File: src/hdl/depth_pixel_backprojection_top_defines.svh
// Assertion macros shared by the depth backprojection RTL.
// No dependencies; included by the modules that carry assertions.
`ifndef DEPTH_PIXEL_BACKPROJECTION_TOP_DEFINES_SVH
`define DEPTH_PIXEL_BACKPROJECTION_TOP_DEFINES_SVH

// same-cycle implication, clocked on i_clk, off during reset
`define DPB_ASSERT_IMPL(lbl, ante, cons, msg) \
    lbl: assert property (@(posedge i_clk) disable iff (!i_rst_n) (ante) |-> (cons)) \
        else $error(msg);

// next-cycle implication, clocked on i_clk, off during reset
`define DPB_ASSERT_NEXT(lbl, ante, cons, msg) \
    lbl: assert property (@(posedge i_clk) disable iff (!i_rst_n) (ante) |=> (cons)) \
        else $error(msg);

`endif

File: src/hdl/dpb_pkg.sv
// Shared types, widths and constants for the depth backprojection block.
// No dependencies; imported by every module of the block.
`default_nettype none

package dpb_pkg;

    localparam int P_MAX_WIDTH  = 4096;
    localparam int P_MAX_HEIGHT = 4096;

    localparam int DEPTH_W  = 16;
    localparam int SIZE_W   = 13;
    localparam int MAXD_W   = 16;
    localparam int FOCAL_W  = 20;
    localparam int CENTER_W = 16;
    localparam int Z_W      = 20;
    localparam int COORD_W  = 32;

    localparam int APB_DW    = 32;
    localparam int APB_AW    = 5;
    localparam int REG_IDX_W = 3;

    typedef enum logic [REG_IDX_W-1:0] {
        REG_IMAGE_WIDTH  = 3'd0,
        REG_IMAGE_HEIGHT = 3'd1,
        REG_MAX_DEPTH    = 3'd2,
        REG_FOCAL_X      = 3'd3,
        REG_FOCAL_Y      = 3'd4,
        REG_CENTER_X     = 3'd5,
        REG_CENTER_Y     = 3'd6
    } t_reg_idx;

    typedef struct packed {
        logic [SIZE_W-1:0]   image_width;
        logic [SIZE_W-1:0]   image_height;
        logic [MAXD_W-1:0]   max_depth;
        logic [FOCAL_W-1:0]  focal_x;
        logic [FOCAL_W-1:0]  focal_y;
        logic [CENTER_W-1:0] center_x;
        logic [CENTER_W-1:0] center_y;
    } t_cfg;

    localparam t_cfg CFG_RESET = '{
        image_width:  SIZE_W'(640),
        image_height: SIZE_W'(480),
        max_depth:    MAXD_W'(2000),
        focal_x:      FOCAL_W'(8400),
        focal_y:      FOCAL_W'(8400),
        center_x:     CENTER_W'(5112),
        center_y:     CENTER_W'(3832)
    };

    // per-pixel classification carried from front to back
    typedef struct packed {
        logic point_valid;
        logic frame_last;
    } t_pix_flags;

    // counter width for a dimension of n entries
    function automatic int f_cnt_w(input int n);
        return (n > 1) ? $clog2(n) : 1;
    endfunction

endpackage

`default_nettype wire

File: src/hdl/dpb_cfg_regs.sv
// APB register file holding the camera and frame configuration.
// Depends on dpb_pkg.
`default_nettype none

module dpb_cfg_regs import dpb_pkg::*; (
    input  logic              i_clk,
    input  logic              i_rst_n,
    input  logic              psel,
    input  logic              penable,
    input  logic              pwrite,
    input  logic [APB_AW-1:0] paddr,
    input  logic [APB_DW-1:0] pwdata,
    output logic [APB_DW-1:0] prdata,
    output logic              pready,
    output t_cfg              o_cfg
);

    t_cfg     r_cfg;
    t_cfg     n_cfg;
    t_reg_idx idx;

    assign idx    = t_reg_idx'(paddr[APB_AW-1:2]);
    assign pready = 1'b1;
    assign o_cfg  = r_cfg;

    always_comb begin
        n_cfg = r_cfg;
        if (psel && penable && pwrite) begin
            case (idx)
                REG_IMAGE_WIDTH:  n_cfg.image_width  = pwdata[SIZE_W-1:0];
                REG_IMAGE_HEIGHT: n_cfg.image_height = pwdata[SIZE_W-1:0];
                REG_MAX_DEPTH:    n_cfg.max_depth    = pwdata[MAXD_W-1:0];
                REG_FOCAL_X:      n_cfg.focal_x      = pwdata[FOCAL_W-1:0];
                REG_FOCAL_Y:      n_cfg.focal_y      = pwdata[FOCAL_W-1:0];
                REG_CENTER_X:     n_cfg.center_x     = pwdata[CENTER_W-1:0];
                REG_CENTER_Y:     n_cfg.center_y     = pwdata[CENTER_W-1:0];
                default:          n_cfg              = r_cfg;
            endcase
        end
    end

    always_ff @(posedge i_clk) begin
        if (!i_rst_n) begin
            r_cfg <= CFG_RESET;
        end else begin
            r_cfg <= n_cfg;
        end
    end

    always_comb begin
        case (idx)
            REG_IMAGE_WIDTH:  prdata = APB_DW'(r_cfg.image_width);
            REG_IMAGE_HEIGHT: prdata = APB_DW'(r_cfg.image_height);
            REG_MAX_DEPTH:    prdata = APB_DW'(r_cfg.max_depth);
            REG_FOCAL_X:      prdata = APB_DW'(r_cfg.focal_x);
            REG_FOCAL_Y:      prdata = APB_DW'(r_cfg.focal_y);
            REG_CENTER_X:     prdata = APB_DW'(r_cfg.center_x);
            REG_CENTER_Y:     prdata = APB_DW'(r_cfg.center_y);
            default:          prdata = '0;
        endcase
    end

endmodule

`default_nettype wire

File: src/hdl/dpb_front.sv
// Front end: pixel intake, raster counters, classification, command queue.
// Depends on dpb_pkg.
`default_nettype none

module dpb_front import dpb_pkg::*; #(
    parameter int MAX_WIDTH  = P_MAX_WIDTH,
    parameter int MAX_HEIGHT = P_MAX_HEIGHT
) (
    input  logic                              i_clk,
    input  logic                              i_rst_n,
    input  t_cfg                              i_cfg,
    input  logic                              i_push,
    output logic                              o_full,
    input  logic [DEPTH_W-1:0]                i_depth_mm,
    output logic                              o_cmd_vld,
    input  logic                              i_cmd_take,
    output logic [f_cnt_w(MAX_WIDTH)-1:0]     o_cmd_col,
    output logic [f_cnt_w(MAX_HEIGHT)-1:0]    o_cmd_row,
    output logic [DEPTH_W-1:0]                o_cmd_depth,
    output t_pix_flags                        o_cmd_flags
);

    localparam int CW  = f_cnt_w(MAX_WIDTH);
    localparam int RW  = f_cnt_w(MAX_HEIGHT);
    localparam int SWX = (SIZE_W > $clog2(MAX_WIDTH + 1))  ? SIZE_W : $clog2(MAX_WIDTH + 1);
    localparam int SWY = (SIZE_W > $clog2(MAX_HEIGHT + 1)) ? SIZE_W : $clog2(MAX_HEIGHT + 1);
    localparam int QD  = 2;
    localparam int QPW = 1;

    logic [CW-1:0]  r_col;
    logic [RW-1:0]  r_row;
    logic [SWX-1:0] w_eff;
    logic [SWY-1:0] h_eff;
    logic           row_end;
    logic           col_last;
    logic           pix_ok;
    logic           accept;
    logic           take;

    logic [CW-1:0]      r_q_col   [QD];
    logic [RW-1:0]      r_q_row   [QD];
    logic [DEPTH_W-1:0] r_q_depth [QD];
    t_pix_flags         r_q_flags [QD];
    logic [QPW-1:0]     r_wp;
    logic [QPW-1:0]     r_rp;
    logic [QPW:0]       r_cnt;
    logic [QPW:0]       n_cnt;

    // effective frame size: zero reads as one, oversize clamps to the maximum
    always_comb begin
        if (i_cfg.image_width == '0) begin
            w_eff = SWX'(1);
        end else if (SWX'(i_cfg.image_width) > SWX'(MAX_WIDTH)) begin
            w_eff = SWX'(MAX_WIDTH);
        end else begin
            w_eff = SWX'(i_cfg.image_width);
        end
        if (i_cfg.image_height == '0) begin
            h_eff = SWY'(1);
        end else if (SWY'(i_cfg.image_height) > SWY'(MAX_HEIGHT)) begin
            h_eff = SWY'(MAX_HEIGHT);
        end else begin
            h_eff = SWY'(i_cfg.image_height);
        end
    end

    assign row_end  = SWX'(r_col) >= (w_eff - SWX'(1));
    assign col_last = SWY'(r_row) >= (h_eff - SWY'(1));
    assign pix_ok   = (i_depth_mm != '0) && (i_depth_mm <= i_cfg.max_depth);

    assign o_full    = (r_cnt == (QPW+1)'(QD));
    assign o_cmd_vld = (r_cnt != '0);
    assign accept    = i_push && !o_full;
    assign take      = i_cmd_take && o_cmd_vld;

    always_ff @(posedge i_clk) begin
        if (!i_rst_n) begin
            r_col <= '0;
            r_row <= '0;
        end else if (accept) begin
            if (row_end) begin
                r_col <= '0;
                r_row <= col_last ? '0 : r_row + RW'(1);
            end else begin
                r_col <= r_col + CW'(1);
            end
        end
    end

    always_comb begin
        n_cnt = r_cnt;
        if (accept && !take) begin
            n_cnt = r_cnt + (QPW+1)'(1);
        end else if (take && !accept) begin
            n_cnt = r_cnt - (QPW+1)'(1);
        end
    end

    always_ff @(posedge i_clk) begin
        if (!i_rst_n) begin
            r_wp  <= '0;
            r_rp  <= '0;
            r_cnt <= '0;
        end else begin
            r_cnt <= n_cnt;
            if (accept) begin
                r_wp <= r_wp + QPW'(1);
            end
            if (take) begin
                r_rp <= r_rp + QPW'(1);
            end
        end
    end

    always_ff @(posedge i_clk) begin
        if (accept) begin
            r_q_col[r_wp]   <= r_col;
            r_q_row[r_wp]   <= r_row;
            r_q_depth[r_wp] <= i_depth_mm;
            r_q_flags[r_wp] <= '{point_valid: pix_ok, frame_last: row_end && col_last};
        end
    end

    assign o_cmd_col   = r_q_col[r_rp];
    assign o_cmd_row   = r_q_row[r_rp];
    assign o_cmd_depth = r_q_depth[r_rp];
    assign o_cmd_flags = r_q_flags[r_rp];

endmodule

`default_nettype wire

File: src/hdl/dpb_div.sv
// Bit-serial signed divider by an unsigned focal length, one quotient bit
// a cycle, truncating toward zero and saturating to 32 bits. Depends on dpb_pkg.
`default_nettype none

module dpb_div import dpb_pkg::*; #(
    parameter int NUM_W = 37
) (
    input  logic                      i_clk,
    input  logic                      i_rst_n,
    input  logic                      i_start,
    input  logic signed [NUM_W-1:0]   i_num,
    input  logic [FOCAL_W-1:0]        i_den,
    output logic                      o_busy,
    output logic signed [COORD_W-1:0] o_quot
);

    localparam int CNT_W = $clog2(NUM_W + 1);
    localparam logic [NUM_W-1:0] POS_LIM = {{(NUM_W-31){1'b0}}, {31{1'b1}}};
    localparam logic [NUM_W-1:0] NEG_LIM = {{(NUM_W-32){1'b0}}, 1'b1, {31{1'b0}}};

    logic               r_busy;
    logic [CNT_W-1:0]   r_cnt;
    logic [NUM_W-1:0]   r_q;
    logic [FOCAL_W-1:0] r_rem;
    logic [FOCAL_W-1:0] r_den;
    logic               r_neg;
    logic [FOCAL_W:0]   trial;
    logic [FOCAL_W:0]   trial_sub;
    logic               ge;

    assign trial     = {r_rem, r_q[NUM_W-1]};
    assign ge        = trial >= {1'b0, r_den};
    assign trial_sub = trial - {1'b0, r_den};
    assign o_busy    = r_busy;

    always_ff @(posedge i_clk) begin
        if (!i_rst_n) begin
            r_busy <= 1'b0;
            r_cnt  <= '0;
        end else if (i_start) begin
            r_busy <= 1'b1;
            r_cnt  <= CNT_W'(NUM_W);
        end else if (r_busy) begin
            r_cnt <= r_cnt - CNT_W'(1);
            if (r_cnt == CNT_W'(1)) begin
                r_busy <= 1'b0;
            end
        end
    end

    always_ff @(posedge i_clk) begin
        if (i_start) begin
            r_neg <= i_num[NUM_W-1];
            r_q   <= i_num[NUM_W-1] ? (NUM_W'(0) - i_num) : i_num;
            r_rem <= '0;
            r_den <= (i_den == '0) ? FOCAL_W'(1) : i_den;
        end else if (r_busy) begin
            r_q   <= {r_q[NUM_W-2:0], ge};
            r_rem <= ge ? trial_sub[FOCAL_W-1:0] : trial[FOCAL_W-1:0];
        end
    end

    // sign restore and saturation on the magnitude
    always_comb begin
        if (!r_neg) begin
            o_quot = (r_q > POS_LIM) ? {1'b0, {(COORD_W-1){1'b1}}} : r_q[COORD_W-1:0];
        end else begin
            o_quot = (r_q > NEG_LIM) ? {1'b1, {(COORD_W-1){1'b0}}}
                                     : (COORD_W'(0) - r_q[COORD_W-1:0]);
        end
    end

endmodule

`default_nettype wire

File: src/hdl/dpb_back.sv
// Back end: numerator multiply, two serial dividers, result queue.
// Depends on dpb_pkg, dpb_div and the assertion macro header.
`default_nettype none
`include "depth_pixel_backprojection_top_defines.svh"

module dpb_back import dpb_pkg::*; #(
    parameter int MAX_WIDTH  = P_MAX_WIDTH,
    parameter int MAX_HEIGHT = P_MAX_HEIGHT
) (
    input  logic                           i_clk,
    input  logic                           i_rst_n,
    input  t_cfg                           i_cfg,
    input  logic                           i_cmd_vld,
    output logic                           o_cmd_take,
    input  logic [f_cnt_w(MAX_WIDTH)-1:0]  i_cmd_col,
    input  logic [f_cnt_w(MAX_HEIGHT)-1:0] i_cmd_row,
    input  logic [DEPTH_W-1:0]             i_cmd_depth,
    input  t_pix_flags                     i_cmd_flags,
    input  logic                           i_pop,
    output logic                           o_empty,
    output logic signed [COORD_W-1:0]      o_x_pos,
    output logic signed [COORD_W-1:0]      o_y_pos,
    output logic [Z_W-1:0]                 o_z_pos,
    output logic                           o_point_valid,
    output logic                           o_frame_last
);

    localparam int CW  = f_cnt_w(MAX_WIDTH);
    localparam int RW  = f_cnt_w(MAX_HEIGHT);
    localparam int XW  = (CW + 4 > CENTER_W) ? CW + 4 : CENTER_W;
    localparam int YW  = (RW + 4 > CENTER_W) ? RW + 4 : CENTER_W;
    localparam int NXW = XW + 1 + Z_W;
    localparam int NYW = YW + 1 + Z_W;
    localparam int QD  = 2;
    localparam int QPW = 1;

    typedef enum logic [4:0] {
        ST_IDLE  = 5'b00001,
        ST_MUL   = 5'b00010,
        ST_START = 5'b00100,
        ST_DIV   = 5'b01000,
        ST_DONE  = 5'b10000
    } t_state;

    t_state r_state;
    t_state n_state;

    logic [CW-1:0]       r_col;
    logic [RW-1:0]       r_row;
    logic [DEPTH_W-1:0]  r_depth;
    t_pix_flags          r_flags;
    logic signed [NXW-1:0] r_num_x;
    logic signed [NYW-1:0] r_num_y;

    logic [Z_W-1:0]             z16;
    logic signed [XW:0]         diff_x;
    logic signed [YW:0]         diff_y;
    logic signed [XW+Z_W+1:0]   prod_x;
    logic signed [YW+Z_W+1:0]   prod_y;
    logic                       div_start;
    logic                       busy_x;
    logic                       busy_y;
    logic signed [COORD_W-1:0]  quot_x;
    logic signed [COORD_W-1:0]  quot_y;
    logic                       push_res;
    logic                       pop_fire;

    logic signed [COORD_W-1:0] r_oq_x     [QD];
    logic signed [COORD_W-1:0] r_oq_y     [QD];
    logic [Z_W-1:0]            r_oq_z     [QD];
    t_pix_flags                r_oq_flags [QD];
    logic [QPW-1:0]            r_owp;
    logic [QPW-1:0]            r_orp;
    logic [QPW:0]              r_oq_cnt;
    logic [QPW:0]              n_oq_cnt;

    assign o_cmd_take = (r_state == ST_IDLE);

    // (pos*16 - center) * depth*16
    assign z16    = {r_depth, 4'b0000};
    assign diff_x = $signed({1'b0, XW'({r_col, 4'b0000})}) - $signed({1'b0, XW'(i_cfg.center_x)});
    assign diff_y = $signed({1'b0, YW'({r_row, 4'b0000})}) - $signed({1'b0, YW'(i_cfg.center_y)});
    assign prod_x = diff_x * $signed({1'b0, z16});
    assign prod_y = diff_y * $signed({1'b0, z16});

    assign div_start = (r_state == ST_START);
    assign push_res  = (r_state == ST_DONE) && (r_oq_cnt != (QPW+1)'(QD));
    assign pop_fire  = i_pop && !o_empty;

    always_comb begin
        n_state = r_state;
        case (r_state)
            ST_IDLE:  if (i_cmd_vld) n_state = ST_MUL;
            ST_MUL:   n_state = r_flags.point_valid ? ST_START : ST_DONE;
            ST_START: n_state = ST_DIV;
            ST_DIV:   if (!busy_x && !busy_y) n_state = ST_DONE;
            ST_DONE:  if (push_res) n_state = ST_IDLE;
            default:  n_state = ST_IDLE;
        endcase
    end

    always_ff @(posedge i_clk) begin
        if (!i_rst_n) begin
            r_state <= ST_IDLE;
        end else begin
            r_state <= n_state;
        end
    end

    always_ff @(posedge i_clk) begin
        if (r_state == ST_IDLE && i_cmd_vld) begin
            r_col   <= i_cmd_col;
            r_row   <= i_cmd_row;
            r_depth <= i_cmd_depth;
            r_flags <= i_cmd_flags;
        end
        if (r_state == ST_MUL) begin
            r_num_x <= prod_x[NXW-1:0];
            r_num_y <= prod_y[NYW-1:0];
        end
    end

    dpb_div #(.NUM_W(NXW)) u_div_x (
        .i_clk   (i_clk),
        .i_rst_n (i_rst_n),
        .i_start (div_start),
        .i_num   (r_num_x),
        .i_den   (i_cfg.focal_x),
        .o_busy  (busy_x),
        .o_quot  (quot_x)
    );

    dpb_div #(.NUM_W(NYW)) u_div_y (
        .i_clk   (i_clk),
        .i_rst_n (i_rst_n),
        .i_start (div_start),
        .i_num   (r_num_y),
        .i_den   (i_cfg.focal_y),
        .o_busy  (busy_y),
        .o_quot  (quot_y)
    );

    // result queue
    always_comb begin
        n_oq_cnt = r_oq_cnt;
        if (push_res && !pop_fire) begin
            n_oq_cnt = r_oq_cnt + (QPW+1)'(1);
        end else if (pop_fire && !push_res) begin
            n_oq_cnt = r_oq_cnt - (QPW+1)'(1);
        end
    end

    always_ff @(posedge i_clk) begin
        if (!i_rst_n) begin
            r_owp    <= '0;
            r_orp    <= '0;
            r_oq_cnt <= '0;
        end else begin
            r_oq_cnt <= n_oq_cnt;
            if (push_res) begin
                r_owp <= r_owp + QPW'(1);
            end
            if (pop_fire) begin
                r_orp <= r_orp + QPW'(1);
            end
        end
    end

    always_ff @(posedge i_clk) begin
        if (push_res) begin
            r_oq_x[r_owp]     <= r_flags.point_valid ? quot_x : '0;
            r_oq_y[r_owp]     <= r_flags.point_valid ? quot_y : '0;
            r_oq_z[r_owp]     <= r_flags.point_valid ? z16 : '0;
            r_oq_flags[r_owp] <= r_flags;
        end
    end

    assign o_empty       = (r_oq_cnt == '0);
    assign o_x_pos       = r_oq_x[r_orp];
    assign o_y_pos       = r_oq_y[r_orp];
    assign o_z_pos       = r_oq_z[r_orp];
    assign o_point_valid = r_oq_flags[r_orp].point_valid;
    assign o_frame_last  = r_oq_flags[r_orp].frame_last;

    `DPB_ASSERT_IMPL(a_div_quiet, (r_state == ST_IDLE), (!busy_x && !busy_y), "divider busy while idle")
    `DPB_ASSERT_IMPL(a_inv_zero, (!o_empty && !o_point_valid), (o_x_pos == '0 && o_y_pos == '0 && o_z_pos == '0), "invalid point not zero")
    `DPB_ASSERT_IMPL(a_val_z, (!o_empty && o_point_valid), (o_z_pos != '0), "valid point with zero depth")
    `DPB_ASSERT_NEXT(a_push_cnt, (push_res && !pop_fire), (r_oq_cnt == $past(r_oq_cnt) + 2'd1), "result count did not grow")

endmodule

`default_nettype wire

File: src/hdl/depth_pixel_backprojection_top.sv
// Top level of the depth pixel backprojection block (pinhole model).
// Depends on dpb_pkg, dpb_cfg_regs, dpb_front, dpb_back.
//
//   channel   direction  handshake                 payload
//   pixel     in         push / full               i_depth_mm
//   point     out        empty / pop               o_x_pos o_y_pos o_z_pos
//                                                  o_point_valid o_frame_last
//   config    in/out     psel penable pwrite       paddr pwdata prdata
//                        pready (always 1)
//
// A valid pixel passes the back-end states idle, multiply, start, divide and
// done; divide lasts while the x and y bit-serial dividers run side by side
// through the NW-bit numerator (NW is 37 with the default maximum frame size).
// An invalid pixel skips start and divide. The front takes one pixel a cycle
// into a two-entry command queue while it is not full; the back drains it into
// a two-entry result queue, so either side stalls on its own.
// Reset is synchronous, active low, clears counters, state and queue pointers.
`default_nettype none

module depth_pixel_backprojection_top import dpb_pkg::*; #(
    parameter int MAX_WIDTH  = P_MAX_WIDTH,
    parameter int MAX_HEIGHT = P_MAX_HEIGHT
) (
    input  logic                      i_clk,
    input  logic                      i_rst_n,
    // pixel in
    input  logic                      push,
    output logic                      full,
    input  logic [DEPTH_W-1:0]        i_depth_mm,
    // point out
    output logic                      empty,
    input  logic                      pop,
    output logic signed [COORD_W-1:0] o_x_pos,
    output logic signed [COORD_W-1:0] o_y_pos,
    output logic [Z_W-1:0]            o_z_pos,
    output logic                      o_point_valid,
    output logic                      o_frame_last,
    // register access
    input  logic                      psel,
    input  logic                      penable,
    input  logic                      pwrite,
    input  logic [APB_AW-1:0]         paddr,
    input  logic [APB_DW-1:0]         pwdata,
    output logic [APB_DW-1:0]         prdata,
    output logic                      pready
);

    localparam int CW = f_cnt_w(MAX_WIDTH);
    localparam int RW = f_cnt_w(MAX_HEIGHT);

    t_cfg               cfg;
    logic               cmd_vld;
    logic               cmd_take;
    logic [CW-1:0]      cmd_col;
    logic [RW-1:0]      cmd_row;
    logic [DEPTH_W-1:0] cmd_depth;
    t_pix_flags         cmd_flags;

    // configuration registers; the user must write them only while the datapath is idle, the block does not enforce it
    dpb_cfg_regs u_cfg (
        .i_clk   (i_clk),
        .i_rst_n (i_rst_n),
        .psel    (psel),
        .penable (penable),
        .pwrite  (pwrite),
        .paddr   (paddr),
        .pwdata  (pwdata),
        .prdata  (prdata),
        .pready  (pready),
        .o_cfg   (cfg)
    );

    // front: raster position, range check, end-of-frame flag
    dpb_front #(
        .MAX_WIDTH  (MAX_WIDTH),
        .MAX_HEIGHT (MAX_HEIGHT)
    ) u_front (
        .i_clk       (i_clk),
        .i_rst_n     (i_rst_n),
        .i_cfg       (cfg),
        .i_push      (push),
        .o_full      (full),
        .i_depth_mm  (i_depth_mm),
        .o_cmd_vld   (cmd_vld),
        .i_cmd_take  (cmd_take),
        .o_cmd_col   (cmd_col),
        .o_cmd_row   (cmd_row),
        .o_cmd_depth (cmd_depth),
        .o_cmd_flags (cmd_flags)
    );

    // back: projection arithmetic and result buffering
    dpb_back #(
        .MAX_WIDTH  (MAX_WIDTH),
        .MAX_HEIGHT (MAX_HEIGHT)
    ) u_back (
        .i_clk         (i_clk),
        .i_rst_n       (i_rst_n),
        .i_cfg         (cfg),
        .i_cmd_vld     (cmd_vld),
        .o_cmd_take    (cmd_take),
        .i_cmd_col     (cmd_col),
        .i_cmd_row     (cmd_row),
        .i_cmd_depth   (cmd_depth),
        .i_cmd_flags   (cmd_flags),
        .i_pop         (pop),
        .o_empty       (empty),
        .o_x_pos       (o_x_pos),
        .o_y_pos       (o_y_pos),
        .o_z_pos       (o_z_pos),
        .o_point_valid (o_point_valid),
        .o_frame_last  (o_frame_last)
    );

endmodule

`default_nettype wire
File: config.mk
export PLATFORM = sky130hd
export DESIGN_NAME = depth_pixel_backprojection_top
export DESIGN_NICKNAME = d
export VERILOG_FILES = /design/src/hdl/dpb_pkg.sv /design/src/hdl/dpb_cfg_regs.sv /design/src/hdl/dpb_front.sv /design/src/hdl/dpb_div.sv /design/src/hdl/dpb_back.sv /design/src/hdl/depth_pixel_backprojection_top.sv
export VERILOG_INCLUDE_DIRS = /design/src /design/src/hdl
export SDC_FILE = /design/constraint.sdc
export NUM_CORES = 2
export LEC_CHECK = 0
export BUFFER_PORTS_ARGS = -buffer_cell sky130_fd_sc_hd__buf_4
export CAP_MARGIN = 40
export CELL_PAD_IN_SITES_DETAIL_PLACEMENT = 0
export CELL_PAD_IN_SITES_GLOBAL_PLACEMENT = 2
export CORE_MARGIN = 2
export CORE_UTILIZATION = 41
export DETAILED_ROUTE_END_ITERATION = 12
export HOLD_SLACK_MARGIN = 0.08
export PLACE_DENSITY = 0.9
export SLEW_MARGIN = 5
export SYNTH_ARGS = -nofsm -noshare
export SYNTH_HDL_FRONTEND = slang
export SYNTH_SLANG_ARGS = --single-unit
File: constraint.sdc
create_clock -name i_clk -period 17.3 [get_ports i_clk]
set_clock_uncertainty 0.2 [all_clocks]
set_input_delay 0 -clock i_clk [delete_from_list [all_inputs] [get_ports i_clk]]
set_output_delay 0 -clock i_clk [all_outputs]
set_load 0.02 [all_outputs]
==> PnR_summary.wiki <==
{| class="wikitable"
! Metric !! Value
|-
| Outcome || complete, no violations
|-
| FMAX || 0.108 GHz
|-
| Detail-routed net length per standard cell || 18.8 um
|-
| Die Width || between 300 and 400 um
|-
| GR Layer Usage met2 || 33.8%
|-
| Source-to-sink clock delay at the later pin of the worst-skew pair || 0.69 ns
|-
| Minimum setup slack after placement || 7.95 ns
|-
| Leading cell type in the layout, fill and taps excluded || sky130_fd_sc_hd__inv_1
|-
| Nature of the critical path endpoint || flop
|-
| Worst path setup slack after routing || 8.00 ns
|-
| Standard cell core area || ~140000 um2
|-
| Via count of the first global-routing pass || 40000
|-
| Number of buffers and inverters on the critical path || 5
|-
| Total count of max-transition violations in the final report || 0
|-
| Slowest stage delay, CP || 0.67 ns
|-
| Critical path's most frequent cell || sky130_fd_sc_hd__fa_1
|-
| Hold Slack || 0.157 ns
|-
| Number of clock buffers inserted by TritonCTS || 76
|-
| Top post-synthesis cells by area || sky130_fd_sc_hd__edfxtp_1 (25%), sky130_fd_sc_hd__fa_1 (20%), sky130_fd_sc_hd__dfxtp_1 (7.4%)
|-
| Placer Congestion || ~0.85
|-
| WP data required || 17.52 ns
|-
| Placement row count || 135
|-
| Multi-input gate area in the final layout || 33200 um2
|-
| Overall routing resource usage || 21.1%
|-
| Number of nets still failing antenna checks after routing || 0
|-
| Setup repair after global routing missed its margin || no
|-
| Share of synthesized area occupied by flip-flops and latches || 32.9%
|-
| Share of the clock period used by the worst path || 53.7%
|-
| Via count || 40800
|-
| Relative slew margins || around two fifths
|-
| Initial standard-cell utilization of the core || 41.2%
|-
| Startpoint Class || flop
|-
| Critical Setup Path Class || reg -> reg
|-
| Syn Inst Count || 5762
|-
| Area growth from synthesis to final layout || 11.6%
|-
| CTS max path bufs || 3
|-
| Antenna violations before repair || 4
|-
| Pin count of the biggest net entering global routing || 92
|-
| Count of hold buffers inserted by post-cts repair || 93
|-
| Total congestion overflow || 0
|-
| Library cell occupying the most area in the post-synthesis netlist || sky130_fd_sc_hd__edfxtp_1
|-
| Final setup violation count || 0
|-
| Number of primary I/O pins || 181
|-
| Global-route met3 utilization || 2.69%
|-
| Worst-path cell with the longest stage delay || sky130_fd_sc_hd__a2111oi_0
|-
| Fin nets || 6742
|-
| Half-perimeter wire length of the detailed placement result || 105 mm
|-
| Number of flops mapped to enable cells by yosys || 472
|-
| Netlist area before placement || between 50000 and 60000 um2
|-
| Number of cells upsized or downsized after cts || 0
|-
| Met1 Usage GRT || 29.4%
|-
| Most common flop cell mapped by yosys || sky130_fd_sc_hd__edfxtp_1
|-
| Sequential standard cell area || 18300 um2
|-
| Setup slack of the most critical reg-to-reg path || 8.00 ns
|-
| Clock tree from TritonCTS || done
|-
| Critical path fanouts, max || 41
|-
| Post-Synthesis Mean Instance Area || 9.66 um2
|-
| Count of yosys warnings during synthesis || 0
|-
| Port buffer count || 149
|-
| Fraction of layout cells with a size suffix above 1 || 9.55%
|-
| Arrival time at the worst endpoint || 9.52 ns
|-
| Clock net sink count || between 600 and 700
|-
| Register bit total from synthesis || 678
|-
| Depth of the CTS H-tree || 3
|-
| Worst-Margin Slew || 0.906 ns
|-
| DRC viols || 0
|-
| Detailed-router iteration count before antenna repair || 6
|-
| Global-route wire length before repair || 228 mm
|-
| Final core area utilization || ~46%
|-
| Wirelength, routed || 145 mm
|-
| Max-capacitance violation count || 0
|-
| Most used cells in the layout excluding fill and tap cells || sky130_fd_sc_hd__inv_1 (797), sky130_fd_sc_hd__nand2_1 (779), sky130_fd_sc_hd__fa_1 (550)
|-
| Fraction of post-synthesis cell area in the top cell type by area || 25.5%
|-
| Number of hold-slack violations in the final timing report || 0
|-
| Total Neg Setup Slack || 0 ns
|-
| Number of buffers added for setup after CTS || 0
|-
| Hold Path Class || in -> reg
|-
| Kind of cell with the highest combined delay on the critical path || compound AO/OA/AOI/OAI gates
|-
| Root Buffer || sky130_fd_sc_hd__clkbuf_16
|-
| Post-synthesis cell type count || 86
|-
| Vias per cell || 5.30
|-
| FFs w/ async S/R, synth || 0%
|-
| Clock-pin slew on the worst setup and hold paths || roughly 0.060 ns
|-
| Busiest layer in global routing || met2
|-
| Shortest clock period the worst path allows after layout || 9.30 ns
|-
| DRT iter0 DRCs || around 3200
|-
| Die area || 139000 um2
|-
| DIE HEIGHT || 373 um
|-
| Fillcell total || 12800
|}
registers in the layout, summed over array words and instances, names as in the netlist, 20 cells and up, named ones only:
| register | count |
|---|---|
| u_front.r_q_col | 24 |
| u_back.u_div_x.r_q | 37 |
| u_back.u_div_y.r_rem | 20 |
| u_back.r_oq_x | 64 |
| u_back.u_div_x.r_rem | 20 |
| u_back.u_div_y.r_den | 20 |
| u_front.r_q_row | 24 |
| u_back.r_oq_y | 64 |
| u_front.r_q_depth | 32 |
| u_cfg.o_cfg | 114 |
| u_back.u_div_y.r_q | 37 |
| u_back.r_num_y | 33 |
| u_back.r_num_x | 33 |
| u_back.u_div_x.r_den | 20 |
| u_back.r_oq_z | 32 |
synthesized netlist by cell type, drive strengths merged, types with 9 or more instances:
master and number:
a211oi 31, a21boi 10, a21o 45, a21oi 242
a22o 9, a22oi 11, a311oi 44, a31oi 58
and2 284, and3 40, buf 28, clkbuf 318
dfxtp 206, edfxtp 472, fa 550, ha 290
inv 801, mux2 136, mux2i 40, nand2 779
nand2b 22, nand3 62, nand3b 9, nand4 61
nor2 266, nor2b 41, nor3 89, nor4 40
o211ai 25, o21a 27, o21ai 193, o21bai 9
o221ai 15, o22ai 50, o311a 11, o311ai 15
o31a 12, o31ai 31, o41ai 14, or2 17
or3 39, or4 21, xnor2 112, xor2 107
logic make-up (layout without fill, tap and decap cells):
family	count (synthesis)	count (layout)	synth area share, %
other	2	18	0.0135
XOR/XNOR	219	219	3.44
flip-flops	678	678	32.9
buffers and inverters	1149	1276	7.86
AO/OA/AOI/OAI	902	902	10.5
adder cells (fa/ha/maj)	840	840	26.3
AND/OR/NAND/NOR	1790	1790	15.3
multiplexers	182	182	3.71
per-layer routing:
layer	share of wire [%]	vias up
li1	-	19400
met1	45	20100
met2	46	1070
met3	5.3	210
met4	3.3	0
met5	0	-
through the flow:
| stage | cell area (um2) | cells |
|---|---|---|
| after floorplan | 55700 | 5777 |
| after global placement | 58400 | 7437 |
| after detailed placement | 58700 | 7452 |
| after CTS | 62100 | 7685 |
| after global routing | 62100 | 7685 |
| final | 62100 | 7686 |
worst min-delay path: stages:
cell	delay, ns
sky130_fd_sc_hd__dlygate4sd3_1	0.54
sky130_fd_sc_hd__buf_4	0.32
sky130_fd_sc_hd__nand3_1	0.14
path summary, 6_finish.rpt:
check | start | endpoint | depth (start not counted)
worst min register to register | u_cfg.o_cfg[73] | u_cfg.o_cfg[73] | 2
worst min-delay path | i_rst_n | u_cfg.o_cfg[94] | 3
worst max-delay path | u_cfg.o_cfg[16] | u_back.r_num_x[36] | 29
worst max register to register | u_cfg.o_cfg[16] | u_back.r_num_x[36] | 29
cell type report:
cell class              count  share of cell area (%)
inverters                 803                    4.85
well taps                1781                    3.59
multi-input cells        3950                    53.4
clock inverters            52                   0.896
diodes                      1                 0.00403
flip-flops and latches    678                    29.5
repair buffers            333                    4.67
clock buffers              88                    3.17
Power is left out: the tool's default activity adds up to more than one toggle a clock period on the data nets, which glitch-free logic cannot reach.
